$ cat src/rtl/cle_pkg.sv
// Shared types and constants of the console line editor.
// No dependencies.
package cle_pkg;

  localparam int CLE_BUF_DEPTH = 128;
  localparam int CLE_Q_DEPTH   = 4;

  localparam logic [7:0] KEY_BS    = 8'h08;
  localparam logic [7:0] KEY_DEL   = 8'h7f;
  localparam logic [7:0] KEY_CR    = 8'h0d;
  localparam logic [7:0] KEY_LF    = 8'h0a;
  localparam logic [7:0] KEY_EOF   = 8'h04;
  localparam logic [7:0] KEY_SPACE = 8'h20;

  localparam logic ACT_KEY  = 1'b0;
  localparam logic ACT_READ = 1'b1;

  localparam logic KIND_ECHO = 1'b0;
  localparam logic KIND_READ = 1'b1;

  localparam logic [1:0] RS_DATA  = 2'd0;
  localparam logic [1:0] RS_NL    = 2'd1;
  localparam logic [1:0] RS_EOF   = 2'd2;
  localparam logic [1:0] RS_EMPTY = 2'd3;

  typedef struct packed {
    logic       action;
    logic [7:0] key_byte;
    logic       read_started;
  } in_item_t;

  typedef struct packed {
    logic       kind;
    logic [7:0] out_byte;
    logic [1:0] read_status;
    logic       last;
  } out_item_t;

  typedef enum logic [1:0] {
    OP_CHAR = 2'd0,
    OP_BS   = 2'd1,
    OP_READ = 2'd2
  } op_t;

  typedef struct packed {
    op_t        op;
    logic [7:0] ch;
    logic       started;
  } cmd_t;

  // queue to back end
  typedef struct packed {
    logic valid;
    cmd_t cmd;
  } q_head_t;

endpackage

$ cat src/rtl/cle_ram.sv
// Generic single-write, single-read RAM with registered read data.
// No dependencies.
module cle_ram #(
  parameter int WIDTH = 8,
  parameter int DEPTH = 128
) (
  input  logic                     clk,
  input  logic                     we,
  input  logic [$clog2(DEPTH)-1:0] waddr,
  input  logic [WIDTH-1:0]         wdata,
  input  logic                     re,
  input  logic [$clog2(DEPTH)-1:0] raddr,
  output logic [WIDTH-1:0]         rdata
);

  logic [WIDTH-1:0] mem_r [DEPTH];
  logic [WIDTH-1:0] rdata_r;

  always_ff @(posedge clk) begin
    if (we) begin
      mem_r[waddr] <= wdata;
    end
    if (re) begin
      rdata_r <= mem_r[raddr];
    end
  end

  assign rdata = rdata_r;

endmodule

$ cat src/rtl/cle_fifo.sv
// Short command queue between the front and back ends.
// Depends on cle_pkg.
module cle_fifo
  import cle_pkg::*;
(
  input  logic    clk,
  input  logic    rst_n,
  input  logic    push,
  input  cmd_t    push_cmd,
  output logic    full,
  input  logic    pop,
  output q_head_t head
);

  localparam int QAW = $clog2(CLE_Q_DEPTH);
  localparam logic [QAW:0] QFULL = (QAW+1)'(CLE_Q_DEPTH);

  cmd_t           slot_r [CLE_Q_DEPTH];
  logic [QAW-1:0] wr_ptr_r, wr_ptr_nxt;
  logic [QAW-1:0] rd_ptr_r, rd_ptr_nxt;
  logic [QAW:0]   count_r, count_nxt;
  logic           do_push, do_pop;

  assign full    = (count_r == QFULL);
  assign do_push = push && !full;
  assign do_pop  = pop && (count_r != '0);

  always_comb begin
    wr_ptr_nxt = wr_ptr_r;
    rd_ptr_nxt = rd_ptr_r;
    count_nxt  = count_r;
    if (do_push) begin
      wr_ptr_nxt = (wr_ptr_r == QAW'(CLE_Q_DEPTH-1)) ? '0 : wr_ptr_r + 1'b1;
    end
    if (do_pop) begin
      rd_ptr_nxt = (rd_ptr_r == QAW'(CLE_Q_DEPTH-1)) ? '0 : rd_ptr_r + 1'b1;
    end
    if (do_push && !do_pop) begin
      count_nxt = count_r + 1'b1;
    end else if (do_pop && !do_push) begin
      count_nxt = count_r - 1'b1;
    end
  end

  always_ff @(posedge clk) begin
    if (!rst_n) begin
      wr_ptr_r <= '0;
      rd_ptr_r <= '0;
      count_r  <= '0;
    end else begin
      wr_ptr_r <= wr_ptr_nxt;
      rd_ptr_r <= rd_ptr_nxt;
      count_r  <= count_nxt;
    end
  end

  always_ff @(posedge clk) begin
    if (do_push) begin
      slot_r[wr_ptr_r] <= push_cmd;
    end
  end

  assign head.valid = (count_r != '0);
  assign head.cmd   = slot_r[rd_ptr_r];

endmodule

$ cat src/rtl/cle_front.sv
// Front end: accepts input beats, classifies them into commands.
// Depends on cle_pkg; feeds cle_fifo.
module cle_front
  import cle_pkg::*;
(
  input  in_item_t in_data,
  input  logic     in_valid,
  output logic     in_ready,
  input  logic     q_full,
  output logic     push,
  output cmd_t     push_cmd
);

  logic is_bs;
  logic is_null;

  assign is_bs   = (in_data.key_byte == KEY_BS) || (in_data.key_byte == KEY_DEL);
  assign is_null = (in_data.action == ACT_KEY) && (in_data.key_byte == 8'h00);

  always_comb begin
    push_cmd.started = in_data.read_started;
    push_cmd.ch      = (in_data.key_byte == KEY_CR) ? KEY_LF : in_data.key_byte;
    if (in_data.action == ACT_READ) begin
      push_cmd.op = OP_READ;
    end else if (is_bs) begin
      push_cmd.op = OP_BS;
    end else begin
      push_cmd.op = OP_CHAR;
    end
  end

  // null keys are taken and dropped
  assign in_ready = !q_full;
  assign push     = in_valid && !q_full && !is_null;

endmodule

$ cat src/rtl/cle_back.sv
// Back end: executes commands against the line indices and line store.
// Depends on cle_pkg, cle_ram; drives the result output register.
module cle_back
  import cle_pkg::*;
#(
  parameter int BUF_DEPTH = CLE_BUF_DEPTH
) (
  input  logic      clk,
  input  logic      rst_n,
  input  q_head_t   head,
  output logic      pop,
  output logic      out_valid,
  input  logic      out_ready,
  output out_item_t out_data
);

  localparam int IW = $clog2(2*BUF_DEPTH);
  localparam int AW = $clog2(BUF_DEPTH);
  localparam logic [IW-1:0] SPAN_I   = IW'(2*BUF_DEPTH);
  localparam logic [IW-1:0] SPAN_M1  = IW'(2*BUF_DEPTH-1);
  localparam logic [IW-1:0] DEPTH_I  = IW'(BUF_DEPTH);
  localparam logic [IW-1:0] DEPTH_M1 = IW'(BUF_DEPTH-1);

  typedef enum logic [2:0] {
    S_IDLE = 3'b001,
    S_RD   = 3'b010,
    S_BS   = 3'b100
  } state_t;

  function automatic logic [IW-1:0] idx_inc(input logic [IW-1:0] i);
    return (i == SPAN_M1) ? '0 : i + 1'b1;
  endfunction

  function automatic logic [IW-1:0] idx_dec(input logic [IW-1:0] i);
    return (i == '0) ? SPAN_M1 : i - 1'b1;
  endfunction

  function automatic logic [IW-1:0] idx_dist(input logic [IW-1:0] hi,
                                             input logic [IW-1:0] lo);
    return (hi >= lo) ? hi - lo : hi - lo + SPAN_I;
  endfunction

  function automatic logic [AW-1:0] idx_addr(input logic [IW-1:0] i);
    logic [IW-1:0] a;
    a = (i >= DEPTH_I) ? i - DEPTH_I : i;
    return a[AW-1:0];
  endfunction

  state_t          state_r, state_nxt;
  logic            bs_cnt_r, bs_cnt_nxt;
  logic            started_r, started_nxt;
  logic [IW-1:0]   read_r, read_nxt;
  logic [IW-1:0]   commit_r, commit_nxt;
  logic [IW-1:0]   edit_r, edit_nxt;
  logic            out_valid_r, out_valid_nxt;
  out_item_t       out_data_r, out_data_nxt;
  logic            out_free;
  logic            ram_we, ram_re;
  logic [7:0]      ram_rdata;
  logic [IW-1:0]   fill;

  assign out_free = !out_valid_r || out_ready;
  assign fill     = idx_dist(edit_r, read_r);

  cle_ram #(
    .WIDTH(8),
    .DEPTH(BUF_DEPTH)
  ) u_store (
    .clk  (clk),
    .we   (ram_we),
    .waddr(idx_addr(edit_r)),
    .wdata(head.cmd.ch),
    .re   (ram_re),
    .raddr(idx_addr(read_r)),
    .rdata(ram_rdata)
  );

  always_comb begin
    state_nxt     = state_r;
    bs_cnt_nxt    = bs_cnt_r;
    started_nxt   = started_r;
    read_nxt      = read_r;
    commit_nxt    = commit_r;
    edit_nxt      = edit_r;
    out_valid_nxt = out_valid_r && !out_ready;
    out_data_nxt  = out_data_r;
    pop           = 1'b0;
    ram_we        = 1'b0;
    ram_re        = 1'b0;
    unique case (state_r)
      S_IDLE: begin
        if (head.valid && out_free) begin
          pop = 1'b1;
          unique case (head.cmd.op)
            OP_BS: begin
              if (edit_r != commit_r) begin
                edit_nxt      = idx_dec(edit_r);
                out_valid_nxt = 1'b1;
                out_data_nxt  = '{KIND_ECHO, KEY_BS, RS_DATA, 1'b0};
                bs_cnt_nxt    = 1'b0;
                state_nxt     = S_BS;
              end
            end
            OP_CHAR: begin
              if (fill < DEPTH_I) begin
                ram_we        = 1'b1;
                edit_nxt      = idx_inc(edit_r);
                out_valid_nxt = 1'b1;
                out_data_nxt  = '{KIND_ECHO, head.cmd.ch, RS_DATA, 1'b1};
                if (head.cmd.ch == KEY_LF || head.cmd.ch == KEY_EOF ||
                    fill == DEPTH_M1) begin
                  commit_nxt = idx_inc(edit_r);
                end
              end
            end
            OP_READ: begin
              if (read_r == commit_r) begin
                out_valid_nxt = 1'b1;
                out_data_nxt  = '{KIND_READ, 8'h00, RS_EMPTY, 1'b1};
              end else begin
                ram_re      = 1'b1;
                started_nxt = head.cmd.started;
                state_nxt   = S_RD;
              end
            end
            default: begin
            end
          endcase
        end
      end
      S_RD: begin
        if (out_free) begin
          out_valid_nxt = 1'b1;
          state_nxt     = S_IDLE;
          if (ram_rdata == KEY_EOF) begin
            if (!started_r) begin
              read_nxt = idx_inc(read_r);
            end
            out_data_nxt = '{KIND_READ, 8'h00, RS_EOF, 1'b1};
          end else begin
            read_nxt     = idx_inc(read_r);
            out_data_nxt = '{KIND_READ, ram_rdata,
                             (ram_rdata == KEY_LF) ? RS_NL : RS_DATA, 1'b1};
          end
        end
      end
      S_BS: begin
        if (out_free) begin
          out_valid_nxt = 1'b1;
          if (!bs_cnt_r) begin
            out_data_nxt = '{KIND_ECHO, KEY_SPACE, RS_DATA, 1'b0};
            bs_cnt_nxt   = 1'b1;
          end else begin
            out_data_nxt = '{KIND_ECHO, KEY_BS, RS_DATA, 1'b1};
            state_nxt    = S_IDLE;
          end
        end
      end
      default: begin
        state_nxt = S_IDLE;
      end
    endcase
  end

  always_ff @(posedge clk) begin
    if (!rst_n) begin
      state_r     <= S_IDLE;
      bs_cnt_r    <= 1'b0;
      started_r   <= 1'b0;
      read_r      <= '0;
      commit_r    <= '0;
      edit_r      <= '0;
      out_valid_r <= 1'b0;
    end else begin
      state_r     <= state_nxt;
      bs_cnt_r    <= bs_cnt_nxt;
      started_r   <= started_nxt;
      read_r      <= read_nxt;
      commit_r    <= commit_nxt;
      edit_r      <= edit_nxt;
      out_valid_r <= out_valid_nxt;
    end
  end

  always_ff @(posedge clk) begin
    out_data_r <= out_data_nxt;
  end

  assign out_valid = out_valid_r;
  assign out_data  = out_data_r;

endmodule

$ cat src/rtl/console_line_editor.sv
// Top level of the console line editor: front end, command queue, back end.
// Depends on cle_pkg, cle_front, cle_fifo, cle_back.
//
// Canonical console input: key beats edit a line held in a BUF_DEPTH-byte
// ring store and produce echo beats; read beats take at most one committed
// byte each. Input beats are classified by the front end and queued (four
// entries), so the input side keeps taking beats while the back end works,
// until the queue is full. In the back end a key is written and echoed from
// the idle state, a backspace emits three echo beats through the single
// output register, and a read first reads the store and then forms the answer,
// or answers from the idle state when nothing is committed; a zero key costs
// only its input beat. Results come out at most one per cycle. The line store
// is not cleared at reset; only committed bytes are ever read, and those were always written first.
module console_line_editor
  import cle_pkg::*;
#(
  parameter int BUF_DEPTH = CLE_BUF_DEPTH
) (
  input  logic      clk,
  input  logic      rst_n,
  input  logic      in_valid,
  output logic      in_ready,
  input  in_item_t  in_data,
  output logic      out_valid,
  input  logic      out_ready,
  output out_item_t out_data
);

  logic    q_full;
  logic    push;
  cmd_t    push_cmd;
  logic    pop;
  q_head_t head;

  cle_front u_front (
    .in_data (in_data),
    .in_valid(in_valid),
    .in_ready(in_ready),
    .q_full  (q_full),
    .push    (push),
    .push_cmd(push_cmd)
  );

  cle_fifo u_queue (
    .clk     (clk),
    .rst_n   (rst_n),
    .push    (push),
    .push_cmd(push_cmd),
    .full    (q_full),
    .pop     (pop),
    .head    (head)
  );

  cle_back #(
    .BUF_DEPTH(BUF_DEPTH)
  ) u_back (
    .clk      (clk),
    .rst_n    (rst_n),
    .head     (head),
    .pop      (pop),
    .out_valid(out_valid),
    .out_ready(out_ready),
    .out_data (out_data)
  );

endmodule

$ cat config.mk
export PLATFORM = sky130hd
export DESIGN_NAME = console_line_editor
export DESIGN_NICKNAME = d
export VERILOG_FILES = /design/src/rtl/cle_pkg.sv /design/src/rtl/cle_ram.sv /design/src/rtl/cle_fifo.sv /design/src/rtl/cle_front.sv /design/src/rtl/cle_back.sv /design/src/rtl/console_line_editor.sv
export SDC_FILE = /design/constraint.sdc
export NUM_CORES = 1
export LEC_CHECK = 0
export BUFFER_PORTS_ARGS = -buffer_cell sky130_fd_sc_hd__buf_2
export CAP_MARGIN = 20
export CORE_MARGIN = 5
export CORE_UTILIZATION = 30
export CTS_CLUSTER_DIAMETER = 200
export DETAILED_ROUTE_END_ITERATION = 6
export PLACE_DENSITY = 0.54
export RECOVER_POWER = 100
export SYNTH_ARGS = -nofsm -noshare
export SYNTH_HDL_FRONTEND = slang
export SYNTH_HIERARCHICAL = 1
export SYNTH_SLANG_ARGS = --single-unit
$ cat constraint.sdc
create_clock -name clk -period 3.5 [get_ports clk]
set_input_delay 0.525 -clock clk [delete_from_list [all_inputs] [get_ports clk]]
set_output_delay 0.525 -clock clk [all_outputs]
set_load 0.01 [all_outputs]
# [Yosys cells after proc, flatten, opt, wreduce, memory -nomap -nowiden]
# Memories as Yosys holds them, arrays and structs flattened. A register that Yosys moved wholly into a read port is not among the register bits.
# Index checks and enable logic that the tools add are counted.
[word_totals] in_bits=14 memories=2 ram_bits=1068 rom_bits=0 output_inout_bits=14 register_bits=49 word_cells=165 latchBits=0
[op_classes] shifts=0 addsub=10 magnitude_cmp=3 n_reduce_logical=35 mul=0 div=0 n_mux=64 bitwise_logic=2 eq_ne=35
[mem_list] name="u_back.u_store.mem_r" depth=128 word_bits=8 rd=1 rd_ports_with_merged_regs=1 write_ports=1 line="cle_ram.sv:16" rtl="logic [WIDTH-1:0] mem_r [DEPTH];"
[mem_list] name="u_queue.slot_r" depth=4 word_bits=11 rd=1 rd_ports_with_merged_regs=1 write_ports=1 line="cle_fifo.sv:18" rtl="cmd_t slot_r [CLE_Q_DEPTH];"
[op_table] cell="two-way mux 12 bit" count=6
[op_table] cell="one-hot mux 12 bit (3 select lines)" count=2
[op_table] cell="two-way mux 8 bit" count=8
[op_table] cell="equality test 8 x 4 -> 1 bit, second input constant" count=4
[op_table] cell="two-way mux 1 bit" count=25
[op_table] cell="two-way mux 3 bit" count=8
[op_table] cell="adder 8 x 1 -> 8 bit, second input constant" count=2
[op_table] cell="equality test 8 x 3 -> 1 bit, second input constant" count=2
[op_table] cell="equality test 8 x 7 -> 1 bit, second input constant" count=2
[op_table] cell="equality test 8 bit, second input constant" count=2
[op_table] cell=">= comparator 8 bit, second input constant" count=2
[op_table] cell="zero test 8 bit" count=2
[op_table] cell="one-hot mux 8 bit (2 select lines)" count=1
[op_table] cell="AND reduction 5 bit" count=3
[op_table] cell="two-way mux 7 bit" count=2
[op_table] cell="inequality test 2 x 1 -> 1 bit, second input constant" count=7
[op_table] cell="subtractor 7 x 1 -> 7 bit, second input constant" count=2
[op_table] cell="two-way mux 11 bit" count=1
[op_table] cell="two-way mux 2 bit" count=5
[op_table] cell="logical AND 1 bit" count=9
[op_table] cell="two-way mux 9 bit" count=1
[op_table] cell="inequality test 3 x 2 -> 1 bit, second input constant" count=3
[op_table] cell="one-hot mux 3 bit (3 select lines)" count=1
[op_table] cell="equality test 8 bit" count=1
[op_table] cell="29 further kinds" count=48

# [Depth between registers and ports, before layout]
[logic_depth] word_depth=9 ltp_mapped=15 mapped_depth_nobuf=11

# [Hierarchy]
# The synthesis kept the hierarchy.
[by_module_without_submodules] module="cle_ram" instances=1 seq_area_each_um2=30989.7 cells_each=1635 area_each_um2=39745.6
[by_module_without_submodules] module="cle_back" instances=1 seq_area_each_um2=960.9 cells_each=397 area_each_um2=3225.6
[by_module_without_submodules] module="cle_fifo" instances=1 seq_area_each_um2=1501.4 cells_each=108 area_each_um2=2063.2
[by_module_without_submodules] module="cle_front" instances=1 seq_area_each_um2=0.0 cells_each=22 area_each_um2=131.4

# [Worst setup path after synthesis]
# OpenSTA, ideal clock, no wires.
[synth_path] path_kind="register to register" from="register with a tool-made name" to="memory u_back.u_store.mem_r[110][0] (enable)" path_slack_ns=-0.194 stages_incl_launch_ff=16 required_time_ns=3.130 n_path_buf=5 setup_ns=0.370 t_arrival_ns=3.323 synth_period_minus_slack_ns=3.694 path_cell_list="dfxtp_1 > buf_4 > mux4_2 > inv_1 > ha_1 > buf_2 > inv_1 > nor3_1 > mux2i_1 > inv_1 > buf_4 > clkbuf_1 > nor2b_1 > nand3_1 > clkbuf_1 > nor2_1"
[synth_rtl] element="end, declared" line="cle_ram.sv:16"

# [Worst setup path after layout]
[layout_path] from="register u_back.read_r[0]" to="register u_back.u_store.rdata_r[4] (netlist: u_back/u_store/rdata[4]), read port of u_back.u_store.mem_r, data pin"
[layout_between] elab_chain_len=5 elab_cells_between_ends=8 classes_between="add/sub: 1; order compare: 1; eq/ne: 1; mux: 5"
[layout_lines] element="start, declared" line="cle_back.sv:52" rtl="logic [IW-1:0] read_r, read_nxt;"
[layout_lines] element="start signal, assigned" line="cle_back.sv:178" rtl="read_r <= read_nxt;"
[layout_lines] element="equality test 8 bit" line="cle_back.sv:117" rtl="if (read_r == commit_r) begin"
[layout_lines] element="two-way mux 1 bit" line="cle_back.sv:117"
[layout_lines] element="two-way mux 1 bit" line="cle_back.sv:94" rtl="unique case (head.cmd.op)"
[layout_lines] element="two-way mux 1 bit" line="cle_back.sv:92" rtl="if (head.valid && out_free) begin"
[layout_lines] element="two-way mux 1 bit" line="cle_back.sv:90" rtl="unique case (state_r)"
[layout_lines] element="end, declared" line="cle_ram.sv:17" rtl="logic [WIDTH-1:0] rdata_r;"
# Parallel ways exist; a longest one is shown, timed or not.
# A chain may end at the register's enable or synchronous reset.

==> metrics.txt <==
Synth Net Count 2199; sequential fraction of the synthesis area 74.1%; Area Growth Syn to Fin 17.0%; predominant post-synthesis flop cell edfxtp_1; Avg Synthesized Cell Area 20.9 um2; pin count of the biggest net entering global routing 119; die extent in y 398 um; Pwr per Cell Area 662 nW/um2; worst min path class in -> reg; Boundary Pins 28; worst vdd ir 0.000473 V; first-pass GRT wire length 161000 um; fmax 302 MHz; Root Buffer clkbuf_16; non-filler cells, final 4495; Setup crit start kind flop; dpl cells 4277; CP Max Fanout 27; vias in the first global route 23000; Lkg Pwr 15.9 nW; grt total ovfl 0; die area 158000 um2; number of flops mapped to enable cells by yosys 1088; initial antenna violation count 2; Hold WS 0.159 ns; Via density 4.94; Cells after Synth 2162; yosys synthesis warning count 6; Crit Path Category reg -> reg; share of post-route cells with drive strength above 1 31.0%; most common cell after layout, fill and taps aside edfxtp_1; H-Tree Depth 3; crit share post-route 94.7%; status finished with violations; Worst Path Arrival 3.74 ns; GRT Util Overall 13.8%; DR iter-0 viols 1934; starting density of the core 30.2%; unique cell type count in the Yosys netlist 68; wirelength, routed 110000 um; Area after DPL 49100 um2; post-DP HPWL 69300 um; max-cap violations 6; violated checks max-capacitance violations, max-slew violations; # clock sinks 1127; via count 22200; worst slew pin tran 2.05 ns; Antenna Nets Post-Route 0; asr flop ratio synth 0%; Clock Skew 0.0253 ns; Die X 398 um; Pre-antenna DRT Iters 5; Relative slew margins -36.8%; Worst-path clk slew 0.06 ns; Final Hold Violating Endpoints 0; Mapped Area 45200 um2; DR DRC count 0; Setup-failing EPs final 0; worst path required time 3.93 ns; Critical Path End Type flop; CORE AREA 150000 um2; cell area after layout 52800 um2; Clock Latency Late Sink 0.69 ns; input/output buffers 27; crit path time final 3.31 ns; wire length per cell 24.4 um; Seq cells post-synth 1127; TritonCTS clock tree done; commonest non-fill, non-tap cells in the layout edfxtp_1 (1088), mux4_2 (340), buf_4 (162), nor2_1 (145), clkbuf_16 (116); RSZ-0062 raised after global routing true; max-slew violations 475; nets@finish 2417; clock buffer depth 3; Num CTS Buffers 115; Row Count 142; routability cong. 0.823
==> cells in the mapped netlist (2+ instances only) <==
cell	count	area (um2)
edfxtp_1	1088	32700
mux4_2	348	7840
nor2_1	158	593
clkbuf_1	63	236
nand2_1	52	195
dfxtp_1	39	781
a21oi_1	35	175
nand3_1	30	150
o21ai_0	29	145
buf_2	26	130
inv_1	25	93.8
xnor2_1	22	193
ha_1	21	263
buf_1	19	71.3
nor3_1	17	85.1
buf_4	16	120
nand4_1	14	87.6
xor2_1	13	114
nand2b_1	12	75.1
nor2b_1	12	75.1
and2_1	10	62.6
mux2_2	8	90.1
nor4_1	8	50.1
a22oi_1	7	52.6
mux2i_1	7	70.1
or3_1	7	43.8
a21o_1	5	37.5
o21a_1	5	37.5
a21boi_0	4	30.0
a311oi_1	4	35.0
a32oi_1	4	35.0
nand3b_1	4	30.0
o211ai_1	4	30.0
o31ai_1	4	30.0
a221oi_1	2	17.5
a31o_2	2	17.5
fa_1	2	40.0
nor3b_2	2	25.0
o221a_2	2	22.5
o31a_1	2	17.5
o41ai_1	2	17.5
or4_4	2	22.5
==> worst max-delay path: stages, from the launching register on <==
cell	delay (ns)
dfxtp_4	0.53
buf_12	0.22
buf_12	0.25
mux4_2	0.59
mux4_2	0.57
mux4_2	0.53
mux2_2	0.33
==> sequential cells by signal, indices dropped and copies added (netlist names), named ones only <==
register              cells
u_back/u_store/mem_r   1024
u_back/out_valid          1
u_back/edit_r             8
u_queue/wr_ptr_r          2
u_back/started_r          1
u_back/bs_cnt_r           1
u_back/state_r            3
u_back/out_data          12
u_queue/rd_ptr_r          2
u_back/u_store/rdata      8
u_queue/slot_r           44
u_back/commit_r           8
u_queue/count_r           3
u_back/read_r             8
==> per-stage QoR <==
step,utilization [%],total power [mW],TNS (ns),worst slack [ns]
6_report,35.3,35.0,0,0.186
5_1_grt,35.3,36.5,-0.0109,-0.00175
4_1_cts,35.3,35.4,0,0.118
3_5_place_dp,32.8,23.0,0,0.150
3_3_place_gp,32.8,22.8,0,0.124
2_1_floorplan,-,20.5,-37.35,-0.147
==> layout make-up <==
class	instances	area, um2
inverters	25	93.8
well taps	2016	2520
diodes	2	5.00
flip-flops and latches	1127	33500
repair buffers	226	1760
clock buffers	135	2970
clock inverters	79	833
multi-input cells	885	11200
fillers	13800	96900
==> report_power, final <==
part | switching [mW] | total (mW) | internal [mW]
Combinational | 4.09 | 5.30 | 1.21
Clock | 5.17 | 12.4 | 7.19
Sequential | 0.134 | 17.3 | 17.2
Total | 9.40 | 35.0 | 25.6
==> path summary, 6_finish.rpt <==
path	from	endpoint	slack, ns	cells after the start
setup / recovery	u_back/read_r[0]	u_back/u_store/rdata[4]	0.19	6
hold / removal	in_data[6]	u_queue/slot_r[3][6]	0.16	1
setup reg to reg	u_back/read_r[0]	u_back/u_store/rdata[4]	0.19	6
hold reg to reg	u_back/started_r	u_back/started_r	0.50	2
==> cell families after synthesis <==
logic type,Yosys count,synth area share (%)
compound gates,122,1.77
xor+xnor,35,0.679
fa+ha+maj,23,0.670
buf+inv,150,1.47
flops,1127,74.1
mux,363,17.7
simple gates,342,3.64
==> per-layer routing <==
| metal | vias to the layer above | GRT usage, % | wire, um |
|---|---|---|---|
| met5 | - | 0 | 0 |
| met3 | 148 | 2.40 | 6590 |
| met2 | 705 | 23.0 | 54100 |
| met1 | 11900 | 18.7 | 46900 |
| met4 | 0 | 3.55 | 2320 |
| li1 | 9433 | - | - |
==> repair_timing <==
item / CTS / global route
resized for setup: 0 / 8
setup buffers: 0 / 1
hold endpoints to repair: 4 / 0
hold buffers: 1 / 0
setup endpoints to repair: 0 / 401
No activity file was read; power rests on OpenSTA's default activity.
